<file path="src/rtl/core/ckt_pkg.sv">
`timescale 1ns / 1ps
`default_nettype none

package ckt_pkg;

  localparam int unsigned KEY_W    = 16;
  localparam int unsigned HANDLE_W = 16;
  localparam int unsigned INDEX_W  = 4;
  localparam int unsigned SLOT_W   = 4;
  localparam int unsigned TOTAL_W  = 5;

  typedef enum logic [1:0] {
    MODE_ADD    = 2'd0,
    MODE_REMOVE = 2'd1,
    MODE_SEARCH = 2'd2,
    MODE_GET    = 2'd3
  } mode_e;

  typedef enum logic [1:0] {
    STAT_OK        = 2'd0,
    STAT_FULL      = 2'd1,
    STAT_NOT_FOUND = 2'd2,
    STAT_BAD_INDEX = 2'd3
  } status_e;

  typedef struct packed {
    logic [KEY_W-1:0]    key;
    logic [HANDLE_W-1:0] handle;
  } entry_t;

endpackage

`default_nettype wire

</file>
<file path="src/rtl/core/compacting_keyed_table_core.sv">
//  Channel   Direction  Handshake            Words
//  command   in         start / busy         mode_i, key_i, handle_i, index_i
//  result    out        done_o (one cycle)   status_o, found_slot_o, key_out_o,
//                                             handle_out_o, entry_total_o
//
//  Steps: an add, or a command that fails at once, is decided in the
//  accepting cycle; a get reads its slot, then answers. A search or a
//  remove reads one entry per cycle from the table memory, up to the first
//  match or the count. A remove then moves each later entry down through
//  the same memory, one entry per cycle. The registered result appears in
//  the cycle after the last step; busy is high from acceptance until then.
//  Reset clears the entry count and the control and result registers; the
//  memory holds no valid bits and is never read beyond the count. The
//  receiver cannot stall the result.
`timescale 1ns / 1ps
`default_nettype none

module compacting_keyed_table_core #(
  parameter int unsigned TABLE_DEPTH = 16
) (
  input  wire                              clk_i,
  input  wire                              rst_ni,
  input  wire                              start,
  output logic                             busy,
  input  ckt_pkg::mode_e                   mode_i,
  input  wire  [ckt_pkg::KEY_W-1:0]        key_i,
  input  wire  [ckt_pkg::HANDLE_W-1:0]     handle_i,
  input  wire  [ckt_pkg::INDEX_W-1:0]      index_i,
  output logic                             done_o,
  output ckt_pkg::status_e                 status_o,
  output logic [ckt_pkg::SLOT_W-1:0]       found_slot_o,
  output logic [ckt_pkg::KEY_W-1:0]        key_out_o,
  output logic [ckt_pkg::HANDLE_W-1:0]     handle_out_o,
  output logic [ckt_pkg::TOTAL_W-1:0]      entry_total_o
);

  import ckt_pkg::*;

  // CW holds a count up to TABLE_DEPTH; AW addresses one slot.
  localparam int unsigned CW = $clog2(TABLE_DEPTH + 1);
  localparam int unsigned AW = (TABLE_DEPTH > 1) ? $clog2(TABLE_DEPTH) : 1;

  typedef enum logic [1:0] {
    ST_IDLE,
    ST_GET,
    ST_SCAN,
    ST_SHIFT
  } state_e;

  // Result fields wrap to their port widths, as slot numbers may exceed them.
  function automatic logic [SLOT_W-1:0] to_slot(input logic [CW-1:0] v);
    logic [CW+SLOT_W-1:0] ext;
    ext = {{SLOT_W{1'b0}}, v};
    return ext[SLOT_W-1:0];
  endfunction

  function automatic logic [TOTAL_W-1:0] to_total(input logic [CW-1:0] v);
    logic [CW+TOTAL_W-1:0] ext;
    ext = {{TOTAL_W{1'b0}}, v};
    return ext[TOTAL_W-1:0];
  endfunction

  // Table memory: one entry per slot, synchronous read into rdata_q.
  entry_t          mem [TABLE_DEPTH];
  entry_t          rdata_q;
  logic [AW-1:0]   raddr;
  logic            we;
  logic [AW-1:0]   waddr;
  entry_t          wdata;

  always_ff @(posedge clk_i) begin
    if (we) begin
      mem[waddr] <= wdata;
    end
    rdata_q <= mem[raddr];
  end

  state_e            state_q, state_d;
  logic [CW-1:0]     count_q, count_d;
  logic [CW-1:0]     cur_q, cur_d;         // slot in rdata_q, or shift target
  mode_e             op_q, op_d;
  logic [KEY_W-1:0]  skey_q, skey_d;       // key being searched for
  entry_t            rm_q, rm_d;           // entry taken out by a remove
  logic [CW-1:0]     rm_slot_q, rm_slot_d;

  logic              done_q, done_d;
  status_e           status_q, status_d;
  logic [SLOT_W-1:0] slot_q, slot_d;
  logic [KEY_W-1:0]  okey_q, okey_d;
  logic [HANDLE_W-1:0] ohandle_q, ohandle_d;
  logic [TOTAL_W-1:0]  total_q, total_d;

  logic [CW:0]         count_ext;
  logic [CW:0]         cur_p1;
  logic [CW:0]         cur_p2;
  logic [CW+INDEX_W-1:0] idx_ext;
  logic [CW+INDEX_W-1:0] cnt_idx_ext;
  logic [CW-1:0]       count_dec;
  logic                key_hit;

  assign count_ext   = {1'b0, count_q};
  assign cur_p1      = {1'b0, cur_q} + {{CW{1'b0}}, 1'b1};
  assign cur_p2      = {1'b0, cur_q} + (CW + 1)'(2);
  assign idx_ext     = {{CW{1'b0}}, index_i};
  assign cnt_idx_ext = {{INDEX_W{1'b0}}, count_q};
  assign count_dec   = count_q - {{(CW-1){1'b0}}, 1'b1};
  assign key_hit     = (rdata_q.key == skey_q);

  always_comb begin
    state_d   = state_q;
    count_d   = count_q;
    cur_d     = cur_q;
    op_d      = op_q;
    skey_d    = skey_q;
    rm_d      = rm_q;
    rm_slot_d = rm_slot_q;
    done_d    = 1'b0;
    status_d  = status_q;
    slot_d    = slot_q;
    okey_d    = okey_q;
    ohandle_d = ohandle_q;
    total_d   = total_q;
    raddr     = cur_q[AW-1:0];
    we        = 1'b0;
    waddr     = cur_q[AW-1:0];
    wdata     = rdata_q;

    unique case (state_q)
      ST_IDLE: begin
        if (start) begin
          // A failed command reports zeros and the unchanged count.
          status_d  = STAT_OK;
          slot_d    = '0;
          okey_d    = '0;
          ohandle_d = '0;
          total_d   = to_total(count_q);
          unique case (mode_i)
            MODE_ADD: begin
              done_d = 1'b1;
              if (count_ext < (CW + 1)'(TABLE_DEPTH)) begin
                we        = 1'b1;
                waddr     = count_q[AW-1:0];
                wdata     = '{key: key_i, handle: handle_i};
                count_d   = count_q + {{(CW-1){1'b0}}, 1'b1};
                slot_d    = to_slot(count_q);
                okey_d    = key_i;
                ohandle_d = handle_i;
                total_d   = to_total(count_q + {{(CW-1){1'b0}}, 1'b1});
              end else begin
                status_d = STAT_FULL;
              end
            end
            MODE_REMOVE, MODE_SEARCH: begin
              op_d   = mode_i;
              skey_d = key_i;
              if (count_q == '0) begin
                done_d   = 1'b1;
                status_d = STAT_NOT_FOUND;
              end else begin
                raddr   = '0;
                cur_d   = '0;
                state_d = ST_SCAN;
              end
            end
            MODE_GET: begin
              if (idx_ext < cnt_idx_ext) begin
                raddr   = idx_ext[AW-1:0];
                cur_d   = idx_ext[CW-1:0];
                state_d = ST_GET;
              end else begin
                done_d   = 1'b1;
                status_d = STAT_BAD_INDEX;
              end
            end
            default: ;
          endcase
        end
      end

      ST_GET: begin
        done_d    = 1'b1;
        slot_d    = to_slot(cur_q);
        okey_d    = rdata_q.key;
        ohandle_d = rdata_q.handle;
        state_d   = ST_IDLE;
      end

      ST_SCAN: begin
        if (key_hit) begin
          if (op_q == MODE_SEARCH) begin
            done_d    = 1'b1;
            slot_d    = to_slot(cur_q);
            okey_d    = rdata_q.key;
            ohandle_d = rdata_q.handle;
            state_d   = ST_IDLE;
          end else if (cur_p1 < count_ext) begin
            // Later entries exist: start moving them down over the hole.
            rm_d      = rdata_q;
            rm_slot_d = cur_q;
            raddr     = cur_p1[AW-1:0];
            state_d   = ST_SHIFT;
          end else begin
            done_d    = 1'b1;
            count_d   = count_dec;
            slot_d    = to_slot(cur_q);
            okey_d    = rdata_q.key;
            ohandle_d = rdata_q.handle;
            total_d   = to_total(count_dec);
            state_d   = ST_IDLE;
          end
        end else if (cur_p1 < count_ext) begin
          raddr = cur_p1[AW-1:0];
          cur_d = cur_p1[CW-1:0];
        end else begin
          done_d   = 1'b1;
          status_d = STAT_NOT_FOUND;
          state_d  = ST_IDLE;
        end
      end

      ST_SHIFT: begin
        // rdata_q holds slot cur_q + 1; it moves to slot cur_q.
        we    = 1'b1;
        waddr = cur_q[AW-1:0];
        wdata = rdata_q;
        if (cur_p2 < count_ext) begin
          raddr = cur_p2[AW-1:0];
          cur_d = cur_p1[CW-1:0];
        end else begin
          done_d    = 1'b1;
          count_d   = count_dec;
          slot_d    = to_slot(rm_slot_q);
          okey_d    = rm_q.key;
          ohandle_d = rm_q.handle;
          total_d   = to_total(count_dec);
          state_d   = ST_IDLE;
        end
      end

      default: state_d = ST_IDLE;
    endcase
  end

  always_ff @(posedge clk_i or negedge rst_ni) begin
    if (!rst_ni) begin
      state_q   <= ST_IDLE;
      count_q   <= '0;
      cur_q     <= '0;
      op_q      <= MODE_ADD;
      skey_q    <= '0;
      rm_q      <= '0;
      rm_slot_q <= '0;
      done_q    <= 1'b0;
      status_q  <= STAT_OK;
      slot_q    <= '0;
      okey_q    <= '0;
      ohandle_q <= '0;
      total_q   <= '0;
    end else begin
      state_q   <= state_d;
      count_q   <= count_d;
      cur_q     <= cur_d;
      op_q      <= op_d;
      skey_q    <= skey_d;
      rm_q      <= rm_d;
      rm_slot_q <= rm_slot_d;
      done_q    <= done_d;
      status_q  <= status_d;
      slot_q    <= slot_d;
      okey_q    <= okey_d;
      ohandle_q <= ohandle_d;
      total_q   <= total_d;
    end
  end

  assign busy          = (state_q != ST_IDLE);
  assign done_o        = done_q;
  assign status_o      = status_q;
  assign found_slot_o  = slot_q;
  assign key_out_o     = okey_q;
  assign handle_out_o  = ohandle_q;
  assign entry_total_o = total_q;

  // The count never exceeds the table depth.
  assert property (@(posedge clk_i) disable iff (!rst_ni)
    count_ext <= (CW + 1)'(TABLE_DEPTH))
    else $error("entry count beyond table depth");

  // A scan or shift only runs over a table that holds entries.
  assert property (@(posedge clk_i) disable iff (!rst_ni)
    (state_q == ST_SCAN || state_q == ST_SHIFT) |-> count_q != '0)
    else $error("scan over an empty table");

  // Each command moves the count by at most one.
  assert property (@(posedge clk_i) disable iff (!rst_ni)
    1'b1 |=> (count_q == $past(count_q) ||
              count_q == $past(count_q) + {{(CW-1){1'b0}}, 1'b1} ||
              count_q == $past(count_q) - {{(CW-1){1'b0}}, 1'b1}))
    else $error("entry count jumped");

  // An add to a table with room answers ok in the next cycle.
  assert property (@(posedge clk_i) disable iff (!rst_ni)
    (start && !busy && mode_i == MODE_ADD && count_ext < (CW + 1)'(TABLE_DEPTH))
      |=> (done_o && status_o == STAT_OK))
    else $error("add did not complete in one cycle");

  // A failed command reports zero slot, key and handle.
  assert property (@(posedge clk_i) disable iff (!rst_ni)
    (done_o && status_o != STAT_OK) |->
      (found_slot_o == '0 && key_out_o == '0 && handle_out_o == '0))
    else $error("failed result carries entry data");

  // The table is never busy while a result is being delivered.
  assert property (@(posedge clk_i) disable iff (!rst_ni)
    done_o |-> !busy)
    else $error("result delivered while busy");

endmodule

`default_nettype wire

</file>
<file path="config.mk">
export PLATFORM = sky130hd
export DESIGN_NAME = compacting_keyed_table_core
export DESIGN_NICKNAME = d
export VERILOG_FILES = /design/src/rtl/core/ckt_pkg.sv /design/src/rtl/core/compacting_keyed_table_core.sv
export SDC_FILE = /design/constraint.sdc
export NUM_CORES = 1
export LEC_CHECK = 0
export ABC_AREA = 1
export BUFFER_PORTS_ARGS = -buffer_cell sky130_fd_sc_hd__buf_2
export CORE_UTILIZATION = 40
export DETAILED_ROUTE_END_ITERATION = 8
export PLACE_DENSITY_LB_ADDON = 0.12
export SYNTH_ARGS = -nofsm -noshare
export SYNTH_HDL_FRONTEND = slang
export SYNTH_SLANG_ARGS = --single-unit
</file>
<file path="constraint.sdc">
create_clock -name clk_i -period 8.3 [get_ports clk_i]
set_input_delay 0.83 -clock clk_i [delete_from_list [all_inputs] [get_ports clk_i]]
set_output_delay 0.83 -clock clk_i [all_outputs]
set_load 0.01 [all_outputs]
</file>
# After elaboration in Yosys (flattened, before gate mapping)
# Memories as Yosys holds them, arrays and structs flattened. A register that Yosys moved wholly into a read port is not among the register bits.
# Index checks and enable logic that the tools add are counted.
# totals
ff_bits	105
latchBits	0
mem_bits_rw	512
romBits	0
in_bits	41
output_inout_bits	45
elab_cells	150
memories	1
# mem_list
memory	depth	width	rd	rd_clocked_by_memory_dff	write_ports	line	rtl
mem	16	32	1	1	1	compacting_keyed_table_core.sv:64	entry_t mem [TABLE_DEPTH];
# op_classes
addsub	4
multipliers	0
div_mod_pow	0
magnitude_cmp	4
n_eq_ne	23
shift	0
muxes	90
bitwise_logic	1
n_reduce_logical	14
# op_table
cell	count
$mux 16	14
$mux 32	4
$pmux 16 s4	2
$mux 4	18
$mux 5	13
$pmux 5 s3	2
$mux 2	13
$eq 16x16->1	1
$ne 2x2->1 const B	8
$pmux 4 s4	1
$reduce_and 8->1	2
$ne 3x3->1 const B	5
$mux 1	13
$lt 6x5->1	2
$pmux 4 s3	1
$reduce_and 4->1	3
$eq 2x2->1 const B	5
$pmux 5 s2	1
$pmux 2 s2	2
$pmux 2 s4	1
$pmux 4 s2	1
$add 5x1->6 const B	1
$add 5x2->6 const B	1
$pmux 2 s3	1
18 further kinds	21

# Longest topological paths before layout
# depth
word_depth	7
depth_mapped	23
ltp_nobuf	20

# Worst setup path after synthesis
# No wires, ideal clock.
# synth_timing
path_type	input to register
start	input mode_i[0]
end	memory mem[4][0] (netlist name) (enable)
setup_time_ns	0.421
t_arrival_ns	3.606
required_ns	7.879
setup_slack_ns	4.273
stages	10
path_buffers	0
path_cell_list	inv_1 > ha_1 > inv_1 > nor2_1 > inv_1 > nor2_1 > o21ai_0 > nor2_1 > nand2_1 > nor2_1
# synth_via
elab_chain_len	6
elab_cells_between_ends	9
cone_classes	mux: 8; reduce/logical: 1
# synth_lines
element	line	rtl
from (decl)	compacting_keyed_table_core.sv:25	input ckt_pkg::mode_e mode_i,
$logic_not 2->1 *	compacting_keyed_table_core.sv:137	unique case (mode_i)
$mux 1	compacting_keyed_table_core.sv:137	
$mux 1	compacting_keyed_table_core.sv:130	if (start) begin
$pmux 1 s2	compacting_keyed_table_core.sv:128	unique case (state_q)
$mux 1	compacting_keyed_table_core.sv:72	if (we) begin
$mux 1 (implied by the code)	compacting_keyed_table_core.sv:73	mem[waddr] <= wdata;
to (decl)	compacting_keyed_table_core.sv:64	
# Mark *: on every way between the ends. The rest lies on a longest branch, timed or not.

# Worst setup path in the final report
# layout_timing
start	register cur_q[2]
end	register rdata_q[20] (netlist name)
# layout_via
elab_chain_len	6
elab_cells_between_ends	13
cone_classes	add/sub: 2; order compare: 2; mux: 9
# layout_lines
element	line	rtl
from (decl)	compacting_keyed_table_core.sv:80	logic [CW-1:0] cur_q, cur_d;
from (signal assigned)	compacting_keyed_table_core.sv:262	cur_q <= cur_d;
$add 5x1->6	compacting_keyed_table_core.sv:102	assign cur_p1 = {1'b0, cur_q} + {{CW{1'b0}}, 1'b1};
$lt 6x5->1	compacting_keyed_table_core.sv:196, compacting_keyed_table_core.sv:211	
$mux 4	compacting_keyed_table_core.sv:196, compacting_keyed_table_core.sv:211	
$mux 4	compacting_keyed_table_core.sv:190	if (op_q == MODE_SEARCH) begin
$mux 4	compacting_keyed_table_core.sv:189	if (key_hit) begin
$pmux 4 s3 *	compacting_keyed_table_core.sv:128	
# Marks and branches as above.
# A chain may end at the register's enable or synchronous reset.

==> results.md <==
* Status: completed
* Post-synthesis cell area at 0.0283 mm2
* H-tree depth at 3
* CP Launch Type: register
* Worst path most repeated cell: nand2_1
* Top Ports at 86
* Final Critical Period at 5250 ps
* Overflow after GRT at 0
* First-pass GRT wire length at 125000 um
* Antenna Cells at 0
* PD cells at 441 mW/mm2
* Post-synth top cells: nand3_1 (711), nand2_1 (681), edfxtp_1 (512)
* Synth area leader: edfxtp_1
* Endpoint type of the worst setup path: register
* CTS Buffer Depth at 3
* Static leakage at 12.5 nW
* DRT iter0 DRCs at between 2000 and 2500
* Skew final at 15.7 ps
* Port Buffers at 85
* Synth async-reset ratio at 0.162
* Worst-Margin Slew at 1400 ps
* Antenna Violating Nets Remaining at 0
* Die height at 268 um
* Required @ worst endpoint at 8850 ps
* Mean Syn Cell Area at around 11 um2
* Slowest CP cell: nand2_8
* Worst path depth at 20
* Core area at 0.0700 mm2
* Clock sink count at approximately 650
* Critical path arrival at 5800 ps
* Gr usage total at 0.232
* Number of synthesized flops with an enable pin at 512
* Design area at between 0.03 and 0.04 mm2
* Initial antenna violation count at 1
* Reg2Reg Depth at 20
* TNS Setup at 0 ps
* Total CTS buffers at 71
* Yosys warnings at 0
* DRC errors left at 0
* Syn Nets at 2718
* Post-DR vias/cell at around 5.5
* Dpl ws at 3110 ps
* Top cell type's share of synthesized area at 0.542
* Drt total wl at 82900 um
* Register area share after synthesis at 0.658
* Placer Congestion at 0.833
* Vias in the first global route at 19600
* Crit-path max cell delay at ~840 ps
* Pins Over Slew Limit at 0
* Final Util at 0.456
* Worst R2R Start: cur_q[2]
* Fill count at 6573
* Kind of cell adding the most delay to the critical path: simple AND/OR/NAND/NOR gates
* Post-detailed-route wirelength per cell at approximately 22 um
* Max-Cap Viols at 0
* Chip width at 268 um
* Gate Count Post-Synth at 2654
* Final WS setup at roughly 3000 ps
* Hold WC Path Type: in -> async
* Clk Latency, worst-skew pair at between 600 and 700 ps
* Count leader, synth: nand3_1
* RSZ-0062 raised after global routing: no
* Kind of critical path: reg -> reg
* Final hold vios at 0
* Relative slew slack at 0.0602
* CTS Hold Bufs at 0
* Fmax at 0.190 GHz
* TritonRoute pass-1 iters at 8
* Worst-path cell chain: ha_1, xor2_1, o21ai_0, inv_1, ha_1, a21oi_1, nand3b_1, nand3_2, inv_1, nand2_1, nand2_2, nand3_4, nand2_8, buf_4, nand2_1, nand3_1, nand3_1, nand2_1, nand2_1, nand2_1
* CTS tree: yes
* Top post-synthesis cells by area: edfxtp_1 (54%), nand3_1 (13%), dfrtp_1 (9.3%)
* Fraction of layout cells with a size suffix above 1 at 0.123
* Unique cell type count in the Yosys netlist at 38
* Hpwl dp at 45200 um
* Post-CTS setup buffer count at 0
* Main synth FF type: edfxtp_1
* Largest net degree at the start of global routing at around 110
* Seq cells post-synth at 649
* # rows at 97
* WP buf/inv at 3
* Initial Util at 0.405
* Period utilization at 0.633
* Area after DPL at 0.0296 mm2
* Crit-path max FO at 108
* Final #Nets at 2767
* Gates resized, CTS repair at 0
* Clock transition at path regs at 60 ps
* CTS root buffer: clkbuf_16
* Final setup violation count at 0
* Area growth syn-to-layout at 12.7%
* DIE AREA at 0.0719 mm2
* Critical Path Source: cur_q[2]
* Via count at just over 20000
* Peak VDD IR at 0.325 mV
[cell type report]
type                       instances  area [um2]  area share
timing repair buffer             153         938      0.0294
multi-input combinational       1718        8480       0.266
inverter                         110         413      0.0129
clock inverter                    36         330      0.0103
clock buffer                      95        1960      0.0613
tap                              940        1180      0.0368
sequential                       649       18600       0.584
[worst register-to-register path, stage by stage (launching register included)]
cell      delay (ps)
dfrtp_1          460
ha_1             260
xor2_1           190
o21ai_0          250
inv_1            100
ha_1             300
a21oi_1          120
nand3b_1         120
nand3_2          110
inv_1             80
nand2_1           80
nand2_2          130
nand3_4          560
nand2_8          880
buf_4            880
nand2_1          120
nand3_1          100
nand3_1          140
nand2_1          120
nand2_1           50
nand2_1          130
[registers in the layout, summed over array words and instances (netlist names), 4 cells and up]
register       flops
cur_q              5
mem              512
rm_slot_q          4
entry_total_o      5
rm_q              32
rdata_q           32
found_slot_o       4
key_out_o         16
skey_q            16
handle_out_o      16
[final timing paths]
kind                       slack (ps)          endpoint
min                               230        skey_q[12]
max                              3050       rdata_q[20]
min reg2reg                       480          rm_q[15]
min in group clk_i                480          rm_q[15]
max reg2reg                      3050       rdata_q[20]
max in group asynchronous        6780  entry_total_o[4]
[routing by layer]
| layer | vias to the layer above | track usage | wire, um |
|---|---|---|---|
| met5 | - | 0 | 0 |
| met4 | 0 | 0.0625 | 1590 |
| met3 | 100 | 0.0394 | 5520 |
| met2 | 673 | 0.371 | 38700 |
| met1 | 10100 | 0.324 | 37100 |
| li1 | 9402 | - | - |
[through the flow]
| stage | cells | total power, mW | hold WS (ps) |
|---|---|---|---|
| finish | 3701 | 14.1 | 227 |
| global route | 3701 | 15.1 | 256 |
| CTS | 3701 | 14.2 | 220 |
| detailed placement | 3570 | 11.0 | 474 |
| global placement | 3570 | 11.0 | 466 |
| floorplan | 2654 | 9.09 | 453 |
[placed cells by master, fill, tap and decap left out, types with 6 or more instances in the layout]
| master | synthesis | routed |
|---|---|---|
| a21oi_1 | 8 | 8 |
| buf_2 | 92 | 84 |
| buf_4 | 13 | 69 |
| clkbuf_1 | 38 | 15 |
| clkbuf_16 | 0 | 71 |
| clkbuf_8 | 0 | 9 |
| clkinv_1 | 2 | 12 |
| clkinv_2 | 0 | 13 |
| dfrtp_1 | 105 | 105 |
| dfxtp_1 | 32 | 32 |
| edfxtp_1 | 512 | 512 |
| ha_1 | 22 | 22 |
| inv_1 | 102 | 101 |
| inv_2 | 6 | 7 |
| mux2_2 | 37 | 37 |
| nand2_1 | 681 | 681 |
| nand3_1 | 711 | 707 |
| nor2_1 | 50 | 31 |
| nor2_4 | 1 | 19 |
| o211ai_1 | 6 | 6 |
| o21ai_0 | 145 | 141 |
| o31ai_1 | 16 | 16 |
| xor2_1 | 9 | 9 |
[power breakdown]
part	switching [mW]	internal, mW	total [mW]	leakage [nW]
sequential	0.196	4.20	4.39	6.30
combinational	4.81	1.77	6.58	5.11
clock	1.33	1.79	3.12	1.13
[logic make-up after synthesis]
family,count (synthesis),synth area share
compound gates,188,0.0362
xor+xnor,10,0.00309
fa+ha+maj,23,0.0104
buf+inv,287,0.0507
flops,649,0.658
mux,37,0.0147
simple gates,1460,0.227
No activity file was read; power rests on OpenSTA's default activity.
